### config.mk
export PLATFORM = sky130hd
export DESIGN_NAME = packed_pattern_event_decoder_flat
export DESIGN_NICKNAME = d
export VERILOG_FILES = /design/src/rtl/ppe_pkg.sv /design/src/rtl/ppe_in_if.sv /design/src/rtl/ppe_out_if.sv /design/src/rtl/packed_pattern_event_decoder.sv /design/src/flat_wrapper.sv
export SDC_FILE = /design/constraint.sdc
export NUM_CORES = 1
export LEC_CHECK = 0
export BUFFER_PORTS_ARGS = -buffer_cell sky130_fd_sc_hd__clkbuf_2
export CAP_MARGIN = 10
export CORE_ASPECT_RATIO = 0.8
export CORE_UTILIZATION = 55
export DETAILED_ROUTE_END_ITERATION = 6
export PLACE_DENSITY = 0.77
export SYNTH_ARGS = -nofsm -noshare
export SYNTH_HDL_FRONTEND = slang
export SYNTH_SLANG_ARGS = --single-unit
export TNS_END_PERCENT = 30
### constraint.sdc
create_clock -name i_clk -period 6.2 [get_ports i_clk]
set_input_delay 1.86 -clock i_clk [delete_from_list [all_inputs] [get_ports i_clk]]
set_output_delay 1.86 -clock i_clk [all_outputs]
set_load 0.02 [all_outputs]
### src/rtl/ppe_pkg.sv
// Package for the packed pattern event decoder: types, codes and the phase step function.
`default_nettype none
package ppe_pkg;

    typedef enum logic [2:0] {
        PH_FLAG  = 3'd0,
        PH_NOTE  = 3'd1,
        PH_INSTR = 3'd2,
        PH_VOL   = 3'd3,
        PH_FX    = 3'd4,
        PH_PARAM = 3'd5
    } t_phase;

    typedef enum logic [1:0] {
        ST_OK        = 2'd0,
        ST_BAD_CHAN  = 2'd1,
        ST_TRUNCATED = 2'd2
    } t_status;

    localparam logic KIND_EVENT   = 1'b0;
    localparam logic KIND_SUMMARY = 1'b1;

    // flag byte presence bits
    localparam int HAS_NOTE_BIT  = 7;
    localparam int HAS_INSTR_BIT = 6;
    localparam int HAS_VOL_BIT   = 5;
    localparam int HAS_FX_BIT    = 4;

    localparam logic [15:0] ROW_MAX = 16'hFFFF;

    typedef struct packed {
        logic        result_kind;
        logic [15:0] row_index;
        logic [3:0]  channel;
        logic [3:0]  present_mask;
        logic [7:0]  note;
        logic [7:0]  instrument;
        logic [7:0]  volume;
        logic [7:0]  effect;
        logic [7:0]  effect_param;
        logic [1:0]  status;
        logic        last_result;
    } t_result;

    // First phase after 'from' whose byte the flag announces; PH_FLAG when none.
    function automatic t_phase next_phase(input logic [7:0] flag, input t_phase from);
        logic n;
        logic i;
        logic v;
        logic f;
        t_phase p;
        n = flag[HAS_NOTE_BIT];
        i = flag[HAS_INSTR_BIT];
        v = flag[HAS_VOL_BIT];
        f = flag[HAS_FX_BIT];
        case (from)
            PH_FLAG:  p = n ? PH_NOTE : i ? PH_INSTR : v ? PH_VOL : f ? PH_FX : PH_FLAG;
            PH_NOTE:  p = i ? PH_INSTR : v ? PH_VOL : f ? PH_FX : PH_FLAG;
            PH_INSTR: p = v ? PH_VOL : f ? PH_FX : PH_FLAG;
            PH_VOL:   p = f ? PH_FX : PH_FLAG;
            PH_FX:    p = f ? PH_PARAM : PH_FLAG;
            default:  p = PH_FLAG;
        endcase
        return p;
    endfunction

endpackage
`default_nettype wire

### src/rtl/ppe_in_if.sv
// Byte input channel of the pattern decoder.
`default_nettype none
interface ppe_in_if;
    logic       valid;
    logic       ready;
    logic [7:0] data_byte;
    logic       last_byte;

    modport source (output valid, output data_byte, output last_byte, input ready);
    modport sink   (input valid, input data_byte, input last_byte, output ready);
endinterface
`default_nettype wire

### src/rtl/ppe_out_if.sv
// Result output channel of the pattern decoder.
`default_nettype none
interface ppe_out_if;
    logic        valid;
    logic        ready;
    logic        result_kind;
    logic [15:0] row_index;
    logic [3:0]  channel;
    logic [3:0]  present_mask;
    logic [7:0]  note;
    logic [7:0]  instrument;
    logic [7:0]  volume;
    logic [7:0]  effect;
    logic [7:0]  effect_param;
    logic [1:0]  status;
    logic        last_result;

    modport source (output valid, output result_kind, output row_index, output channel,
                    output present_mask, output note, output instrument, output volume,
                    output effect, output effect_param, output status, output last_result,
                    input ready);
    modport sink   (input valid, input result_kind, input row_index, input channel,
                    input present_mask, input note, input instrument, input volume,
                    input effect, input effect_param, input status, input last_result,
                    output ready);
    modport monitor (input valid, input ready, input result_kind, input row_index,
                     input channel, input present_mask, input note, input instrument,
                     input volume, input effect, input effect_param, input status,
                     input last_result);
endinterface
`default_nettype wire

### src/rtl/packed_pattern_event_decoder.sv
// Results are registered into a three-entry result queue as a byte transfers.
// Throughput: one byte per cycle while input ready is high; a last byte that
// emits an event yields two results, which drain one per cycle unless stalled.
// Input ready is registered: high while the queue holds at most one result.
// Reset (synchronous, active low) empties the queue, clears the parse state and
// sets r_chans to 16.
`default_nettype none
module packed_pattern_event_decoder #(
    parameter int MAX_CHANNEL_COUNT = 16
) (
    input  wire        i_clk,
    input  wire        i_rst_n,
    input  wire        i_cfg_wr_en,
    input  wire  [4:0] i_cfg_wr_data,
    ppe_in_if.sink     i_in,
    ppe_out_if.source  o_out
);

    localparam logic [4:0] LIM_MAX = 5'(MAX_CHANNEL_COUNT);

    logic [4:0]           r_chans;
    ppe_pkg::t_phase      r_phase, n_phase;
    logic [7:0]           r_flag, n_flag;
    logic [7:0]           r_note, n_note;
    logic [7:0]           r_instr, n_instr;
    logic [7:0]           r_vol, n_vol;
    logic [7:0]           r_eff, n_eff;
    logic [15:0]          r_row, n_row;
    logic [1:0]           r_err, n_err;
    logic                 r_bad, n_bad;

    ppe_pkg::t_result     r_q [0:2];
    ppe_pkg::t_result     n_q [0:2];
    logic [1:0]           r_cnt, n_cnt;

    logic                 in_fire;
    logic                 pop;
    logic                 done;
    logic                 emit;
    logic [7:0]           param;
    logic [4:0]           lim;
    ppe_pkg::t_result     ev;
    ppe_pkg::t_result     summ;
    ppe_pkg::t_result     first;
    logic [1:0]           push_n;
    logic [1:0]           cnt_s;

    assign in_fire    = i_in.valid && i_in.ready;
    assign pop        = (r_cnt != 2'd0) && o_out.ready;
    assign i_in.ready = (r_cnt <= 2'd1);
    assign lim        = (r_chans > LIM_MAX) ? LIM_MAX : r_chans;

    // byte parsing
    always_comb begin
        n_phase = r_phase;
        n_flag  = r_flag;
        n_note  = r_note;
        n_instr = r_instr;
        n_vol   = r_vol;
        n_eff   = r_eff;
        n_row   = r_row;
        n_err   = r_err;
        n_bad   = r_bad;
        done    = 1'b0;
        param   = 8'd0;
        case (r_phase)
            ppe_pkg::PH_NOTE:  n_note  = i_in.data_byte;
            ppe_pkg::PH_INSTR: n_instr = i_in.data_byte;
            ppe_pkg::PH_VOL:   n_vol   = i_in.data_byte;
            ppe_pkg::PH_FX:    n_eff   = i_in.data_byte;
            ppe_pkg::PH_PARAM: param   = i_in.data_byte;
            default: begin
                if (i_in.data_byte == 8'd0) begin
                    if (r_row != ppe_pkg::ROW_MAX) begin
                        n_row = r_row + 16'd1;
                    end
                end else begin
                    n_flag  = i_in.data_byte;
                    n_note  = 8'd0;
                    n_instr = 8'd0;
                    n_vol   = 8'd0;
                    n_eff   = 8'd0;
                    n_bad   = {1'b0, i_in.data_byte[3:0]} >= lim;
                    if (n_bad && r_err == ppe_pkg::ST_OK) begin
                        n_err = ppe_pkg::ST_BAD_CHAN;
                    end
                end
            end
        endcase
        if (r_phase == ppe_pkg::PH_NOTE || r_phase == ppe_pkg::PH_INSTR ||
            r_phase == ppe_pkg::PH_VOL || r_phase == ppe_pkg::PH_FX ||
            r_phase == ppe_pkg::PH_PARAM) begin
            n_phase = ppe_pkg::next_phase(r_flag, r_phase);
            done    = (n_phase == ppe_pkg::PH_FLAG);
        end else if (i_in.data_byte != 8'd0) begin
            n_phase = ppe_pkg::next_phase(i_in.data_byte, ppe_pkg::PH_FLAG);
            done    = (n_phase == ppe_pkg::PH_FLAG);
        end else begin
            n_phase = ppe_pkg::PH_FLAG;
        end

        emit = done && !n_bad && (n_err == ppe_pkg::ST_OK);

        ev.result_kind  = ppe_pkg::KIND_EVENT;
        ev.row_index    = r_row;
        ev.channel      = n_flag[3:0];
        ev.present_mask = n_flag[7:4];
        ev.note         = n_note;
        ev.instrument   = n_instr;
        ev.volume       = n_vol;
        ev.effect       = n_eff;
        ev.effect_param = param;
        ev.status       = ppe_pkg::ST_OK;
        ev.last_result  = !i_in.last_byte;

        if (i_in.last_byte && n_phase != ppe_pkg::PH_FLAG && n_err == ppe_pkg::ST_OK) begin
            n_err = ppe_pkg::ST_TRUNCATED;
        end
        summ              = '0;
        summ.result_kind  = ppe_pkg::KIND_SUMMARY;
        summ.row_index    = n_row;
        summ.status       = n_err;
        summ.last_result  = 1'b1;

        first  = emit ? ev : summ;
        push_n = in_fire ? (2'(emit) + 2'(i_in.last_byte)) : 2'd0;

        // end of pattern: parse state back to reset values
        if (i_in.last_byte) begin
            n_phase = ppe_pkg::PH_FLAG;
            n_flag  = 8'd0;
            n_note  = 8'd0;
            n_instr = 8'd0;
            n_vol   = 8'd0;
            n_eff   = 8'd0;
            n_row   = 16'd0;
            n_err   = ppe_pkg::ST_OK;
            n_bad   = 1'b0;
        end
    end

    // result queue: pop at the head, then append up to two results
    always_comb begin
        if (pop) begin
            n_q[0] = r_q[1];
            n_q[1] = r_q[2];
            n_q[2] = r_q[2];
        end else begin
            n_q[0] = r_q[0];
            n_q[1] = r_q[1];
            n_q[2] = r_q[2];
        end
        cnt_s = r_cnt - 2'(pop);
        for (int k = 0; k < 3; k++) begin
            if (push_n != 2'd0 && 2'(k) == cnt_s) begin
                n_q[k] = first;
            end
            if (push_n == 2'd2 && 2'(k) == cnt_s + 2'd1) begin
                n_q[k] = summ;
            end
        end
        n_cnt = cnt_s + push_n;
    end

    always_ff @(posedge i_clk) begin
        if (!i_rst_n) begin
            r_chans <= 5'd16;
            r_phase <= ppe_pkg::PH_FLAG;
            r_flag  <= 8'd0;
            r_note  <= 8'd0;
            r_instr <= 8'd0;
            r_vol   <= 8'd0;
            r_eff   <= 8'd0;
            r_row   <= 16'd0;
            r_err   <= ppe_pkg::ST_OK;
            r_bad   <= 1'b0;
            r_cnt   <= 2'd0;
        end else begin
            if (i_cfg_wr_en) begin
                r_chans <= i_cfg_wr_data;
            end
            if (in_fire) begin
                r_phase <= n_phase;
                r_flag  <= n_flag;
                r_note  <= n_note;
                r_instr <= n_instr;
                r_vol   <= n_vol;
                r_eff   <= n_eff;
                r_row   <= n_row;
                r_err   <= n_err;
                r_bad   <= n_bad;
            end
            r_cnt <= n_cnt;
        end
    end

    always_ff @(posedge i_clk) begin
        r_q[0] <= n_q[0];
        r_q[1] <= n_q[1];
        r_q[2] <= n_q[2];
    end

    assign o_out.valid        = (r_cnt != 2'd0);
    assign o_out.result_kind  = r_q[0].result_kind;
    assign o_out.row_index    = r_q[0].row_index;
    assign o_out.channel      = r_q[0].channel;
    assign o_out.present_mask = r_q[0].present_mask;
    assign o_out.note         = r_q[0].note;
    assign o_out.instrument   = r_q[0].instrument;
    assign o_out.volume       = r_q[0].volume;
    assign o_out.effect       = r_q[0].effect;
    assign o_out.effect_param = r_q[0].effect_param;
    assign o_out.status       = r_q[0].status;
    assign o_out.last_result  = r_q[0].last_result;

endmodule
`default_nettype wire

### src/flat_wrapper.sv
// flat-port wrapper written by rule: the top's interface ports become plain ports
module packed_pattern_event_decoder_flat 
#(
    parameter int MAX_CHANNEL_COUNT = 16
)
  (i_clk, i_rst_n, i_cfg_wr_en, i_cfg_wr_data, i_in_valid, i_in_data_byte, i_in_last_byte, i_in_ready, o_out_valid, o_out_result_kind, o_out_row_index, o_out_channel, o_out_present_mask, o_out_note, o_out_instrument, o_out_volume, o_out_effect, o_out_effect_param, o_out_status, o_out_last_result, o_out_ready);
  ppe_in_if i_in_i ();
  ppe_out_if o_out_i ();
  input  wire i_clk;
  input  wire i_rst_n;
  input  wire i_cfg_wr_en;
  input  wire  [4:0] i_cfg_wr_data;
  input wire logic [$bits(i_in_i.valid)-1:0] i_in_valid;
  input wire logic [$bits(i_in_i.data_byte)-1:0] i_in_data_byte;
  input wire logic [$bits(i_in_i.last_byte)-1:0] i_in_last_byte;
  output wire logic [$bits(i_in_i.ready)-1:0] i_in_ready;
  output wire logic [$bits(o_out_i.valid)-1:0] o_out_valid;
  output wire logic [$bits(o_out_i.result_kind)-1:0] o_out_result_kind;
  output wire logic [$bits(o_out_i.row_index)-1:0] o_out_row_index;
  output wire logic [$bits(o_out_i.channel)-1:0] o_out_channel;
  output wire logic [$bits(o_out_i.present_mask)-1:0] o_out_present_mask;
  output wire logic [$bits(o_out_i.note)-1:0] o_out_note;
  output wire logic [$bits(o_out_i.instrument)-1:0] o_out_instrument;
  output wire logic [$bits(o_out_i.volume)-1:0] o_out_volume;
  output wire logic [$bits(o_out_i.effect)-1:0] o_out_effect;
  output wire logic [$bits(o_out_i.effect_param)-1:0] o_out_effect_param;
  output wire logic [$bits(o_out_i.status)-1:0] o_out_status;
  output wire logic [$bits(o_out_i.last_result)-1:0] o_out_last_result;
  input wire logic [$bits(o_out_i.ready)-1:0] o_out_ready;
  assign i_in_i.valid = i_in_valid;
  assign i_in_i.data_byte = i_in_data_byte;
  assign i_in_i.last_byte = i_in_last_byte;
  assign i_in_ready = i_in_i.ready;
  assign o_out_valid = o_out_i.valid;
  assign o_out_result_kind = o_out_i.result_kind;
  assign o_out_row_index = o_out_i.row_index;
  assign o_out_channel = o_out_i.channel;
  assign o_out_present_mask = o_out_i.present_mask;
  assign o_out_note = o_out_i.note;
  assign o_out_instrument = o_out_i.instrument;
  assign o_out_volume = o_out_i.volume;
  assign o_out_effect = o_out_i.effect;
  assign o_out_effect_param = o_out_i.effect_param;
  assign o_out_status = o_out_i.status;
  assign o_out_last_result = o_out_i.last_result;
  assign o_out_i.ready = o_out_ready;
  packed_pattern_event_decoder #(.MAX_CHANNEL_COUNT(MAX_CHANNEL_COUNT)) u_core (.i_clk(i_clk), .i_rst_n(i_rst_n), .i_cfg_wr_en(i_cfg_wr_en), .i_cfg_wr_data(i_cfg_wr_data), .i_in(i_in_i), .o_out(o_out_i));
endmodule
==> out/qor.csv <==
stage;metric;value;unit
placed_design;PortBufs;88;
yosys;Avg Synthesized Cell Area;9.39;um2
final_layout;commonest cells after routing, fill and taps aside;dfxtp_1 (219), nand2_1 (162), o21ai_0 (109);
yosys;Compound-Gate Fraction of Synth Area;0.199;
run_status;status;complete, no violations;
die;Std-Cell Rows;49;
worst_setup_path;Cell Chain, Critical Path;clkbuf_2 -> inv_1 -> ha_1 -> nand2b_1 -> a2111oi_0 -> o41a_1 -> nand3_4 -> clkinv_2 -> ha_1 -> or2_2 -> and3_1 -> nand4_2 -> buf_4 -> o22ai_1;
yosys;count of distinct cell types in the synthesized netlist;77;
placed_design;placed instance area;12900;um2
global_route;initial antenna violation count;0;
detailed_routing;drt wl/cell;20.2;um
power_and_ir_drop;Sequential Power Share;0.421;
global_route;vias in the first global route;9576;
clock_tree;clock latency on the worst-skew pair;540;ps
die;die height;138;um
yosys;fraction of synthesized area in multiplexers;0.0858;
detailed_routing;via/cell ratio;6.28;
worst_setup_path;CP startpoint kind;input pin;
power_and_ir_drop;PwrDens;367;nW/um2
clock_tree;# clock sinks;273;
die;# IOs;89;
placed_design;Inst Count DP;1610;
final_layout;most common cell after layout, fill and taps aside;dfxtp_1;
yosys;syn_nets;1387;
yosys;Post-synth top flop;dfxtp_1;
clock_tree;Worst-path clk slew;60;ps
detailed_routing;Final ANT Viol Nets;0;
yosys;Seq/Total Area, Yosys;0.471;
sta;setup_tns;0;ps
final_layout;fillers;1891;
clock_tree;CTS H-tree depth;1;
final_layout;final net count;1361;
yosys;Synth async-reset ratio;0;
worst_setup_path;CP peak stage delay;630;ps
clock_tree;post-cts hold buffer count;0;
detailed_routing;initial drt markers;1306;
sta;unrepaired setup endpoints after global routing;no;
sta;Worst-Margin Slew;948;ps
yosys;share of the synthesized area in the top cell type;0.344;
worst_setup_path;Setup CP Type;in2reg;
sta;final slew viol count;0;
sta;f_max;180;MHz
final_layout;Util after Layout;0.613;
power_and_ir_drop;cell-internal power;3.46;mW
worst_setup_path;crit-path leading delay family;simple AND/OR/NAND/NOR gates;
clock_tree;Post CTS Setup Buffer Count;0;
worst_setup_path;sum of buffers and inverters on the critical path;4;
clock_tree;number of CTS-inserted buffers;27;
global_route;total grt overflow;0;
yosys;Synth Warn #;0;
placed_design;dpl hpwl;21.3;mm
yosys;Synth Area in XOR/XNOR;0.00206;
power_and_ir_drop;power after layout;5.09;mW
detailed_routing;WL final;33.5;mm
worst_setup_path;most frequent CP cell;ha_1;
die;core box area;22600;um2
global_route;largest net degree at the start of global routing;59;
clock_tree;clock tree from TritonCTS;built;
global_route;first-pass GRT wire length;52.4;mm
power_and_ir_drop;clock share of power;0.337;
yosys;Post-Synth Adder-Cell Area;0.00883;
hold_path;Hold WC Path Type;reg2reg;
final_layout;Antenna diodes;0;
clock_tree;Root Buffer Master;clkbuf_16;
sta;clock skew;9.77;ps
worst_setup_path;WP data arrival;6000;ps
placed_design;Placer Congestion;0.904;
detailed_routing;Via Count;10400;
run;Max Cap Viol;0;
die;Die Wd;172;um
final_layout;P&R area growth vs syn;8.74;%
yosys;EDFF count, synth;54;
final_layout;final instance area;13900;um2
yosys;top cells by area, synth;dfxtp_1 (34%), edfxtp_1 (13%), mux2i_1 (8.3%);
final_layout;Non-Filler Instances;1660;
detailed_routing;TritonRoute pass-1 iters;5;
yosys;Mapped Area;12800;um2
power_and_ir_drop;P_sw;1.62;mW
yosys;cells after synthesis;1359;
die;starting density of the core;0.564;
worst_setup_path;CP Capture Type;flop;
power_and_ir_drop;Switching Share;0.319;
placed_design;pre-CTS WS;324;ps
sta;slew margin rel.;0.366;
sta;Final period util;0.894;
worst_setup_path;Required @ worst endpoint;6660;ps
die;full die area;23800;um2
clock_tree;Resized cells post-CTS;0;
worst_setup_path;highest-delay cell along the critical path;nand4_2;
yosys;Post-Synth Simple-Gate Area;0.152;
sta;crit path time final;5540;ps
global_route;gr usage total;0.276;
yosys;FF+latch count, synth;273;
yosys;largest family of logic cells by synthesized area;compound AO/OA/AOI/OAI gates;
power_and_ir_drop;Leak Pwr;5.36;nW
detailed_routing;# DRC;0;
power_and_ir_drop;Peak VDD IR;0.220;mV
sta;final worst slack;657;ps
final_layout;share of post-route cells with drive strength above 1;0.162;
yosys;area leader, netlist;dfxtp_1;
sta;Hold WS;451;ps
sta;Hold Fails Final Rpt;0;
power_and_ir_drop;combinational power share;0.242;
sta;# setup viols final;0;
clock_tree;Clock Path Buffers;3;
worst_setup_path;Crit Path Max Fanout;22;
[flip-flops by register name, indices dropped and copies added, names as in the netlist]
register,count
u_core.r_bad,1
u_core.r_chans,5
u_core.r_cnt,2
u_core.r_eff,8
u_core.r_err,2
u_core.r_flag,8
u_core.r_instr,8
u_core.r_note,8
u_core.r_phase,3
u_core.r_q,204
u_core.r_row,16
u_core.r_vol,8
[cell families after synthesis]
group                      count (synthesis)
and+or+nand+nor                          380
AOI/OAI and AO/OA                        388
adders and majority gates                  9
buffers and inverters                    197
muxes                                    109
xor gates and xnor gates                   3
DFF                                      273
[final cells by class]
cell class | instances | area (um2) | area share
Sequential cell | 273 | 6010 | 0.433
Tap cell | 306 | 383 | 0.0276
Multi-Input combinational cell | 889 | 5740 | 0.414
Inverter | 21 | 80.1 | 0.00577
Timing Repair Buffer | 121 | 701 | 0.0505
Clock buffer | 37 | 860 | 0.0620
Clock inverter | 13 | 100 | 0.00722
[synth_stat cells, types with 3 or more instances]
library cell  instances
nand3_1              13
nor2_1               46
a21boi_0              6
and4_1                4
a21oi_1              37
a22oi_1              46
a211oi_1              6
clkbuf_1             82
buf_4                67
o21ai_0             109
and3_1               10
mux2i_1             106
o221ai_1             13
a31o_2                4
o21a_1               10
o211ai_1              4
and2_1               48
nand2_1             164
nand4_1               9
a31oi_1               5
a221o_1               5
nand2b_1              7
dfxtp_1             219
buf_1                 8
o311ai_0              5
or3_1                 5
nor3_1               15
a311oi_2              6
mux2_2                3
nor4_1                7
o31ai_1               4
ha_1                  9
nor4_2                4
inv_1                19
or2_2                11
o21bai_1              3
nor2b_1              19
edfxtp_1             54
buf_2                17
o22ai_1             103
[worst register-to-register path, delay by kind of cell (launching register included)]
kind | cells | cell delay, ps
fa+ha+maj | 2 | 590
flops | 1 | 380
simple gates | 6 | 1840
compound gates | 3 | 1200
buf+inv | 2 | 600
[power by group through the flow]
stage | combinational (mW) | sequential, mW | clock (mW)
6_report | 1.23 | 2.14 | 1.72
5_1_grt | 1.31 | 2.16 | 1.81
4_1_cts | 1.21 | 2.14 | 1.74
3_5_place_dp | 1.21 | 2.18 | 0
3_3_place_gp | 1.18 | 2.17 | 0
2_1_floorplan | 0.934 | 2.15 | 0
[path summary, 6_finish.rpt]
kind	start	endpoint	slack, ps	cells after the start
worst min register to register	u_core.r_q[0][163]	u_core.r_q[0][163]	450	2
worst max-delay path	i_in_data_byte[0]	u_core.r_q[0][15]	660	14
worst min-delay path	u_core.r_q[0][163]	u_core.r_q[0][163]	450	2
worst max register to register	u_core.r_chans[4]	u_core.r_q[0][15]	1510	13
[per-layer routing]
metal  global-route usage  up-vias  wire [um]
li1                     -     4828          -
met1                0.421     4974      15100
met2                0.402      563      14400
met3               0.0498       59       3440
met4               0.0666        0        564
met5                    0        -          0
(Power assumes the default switching activity.)
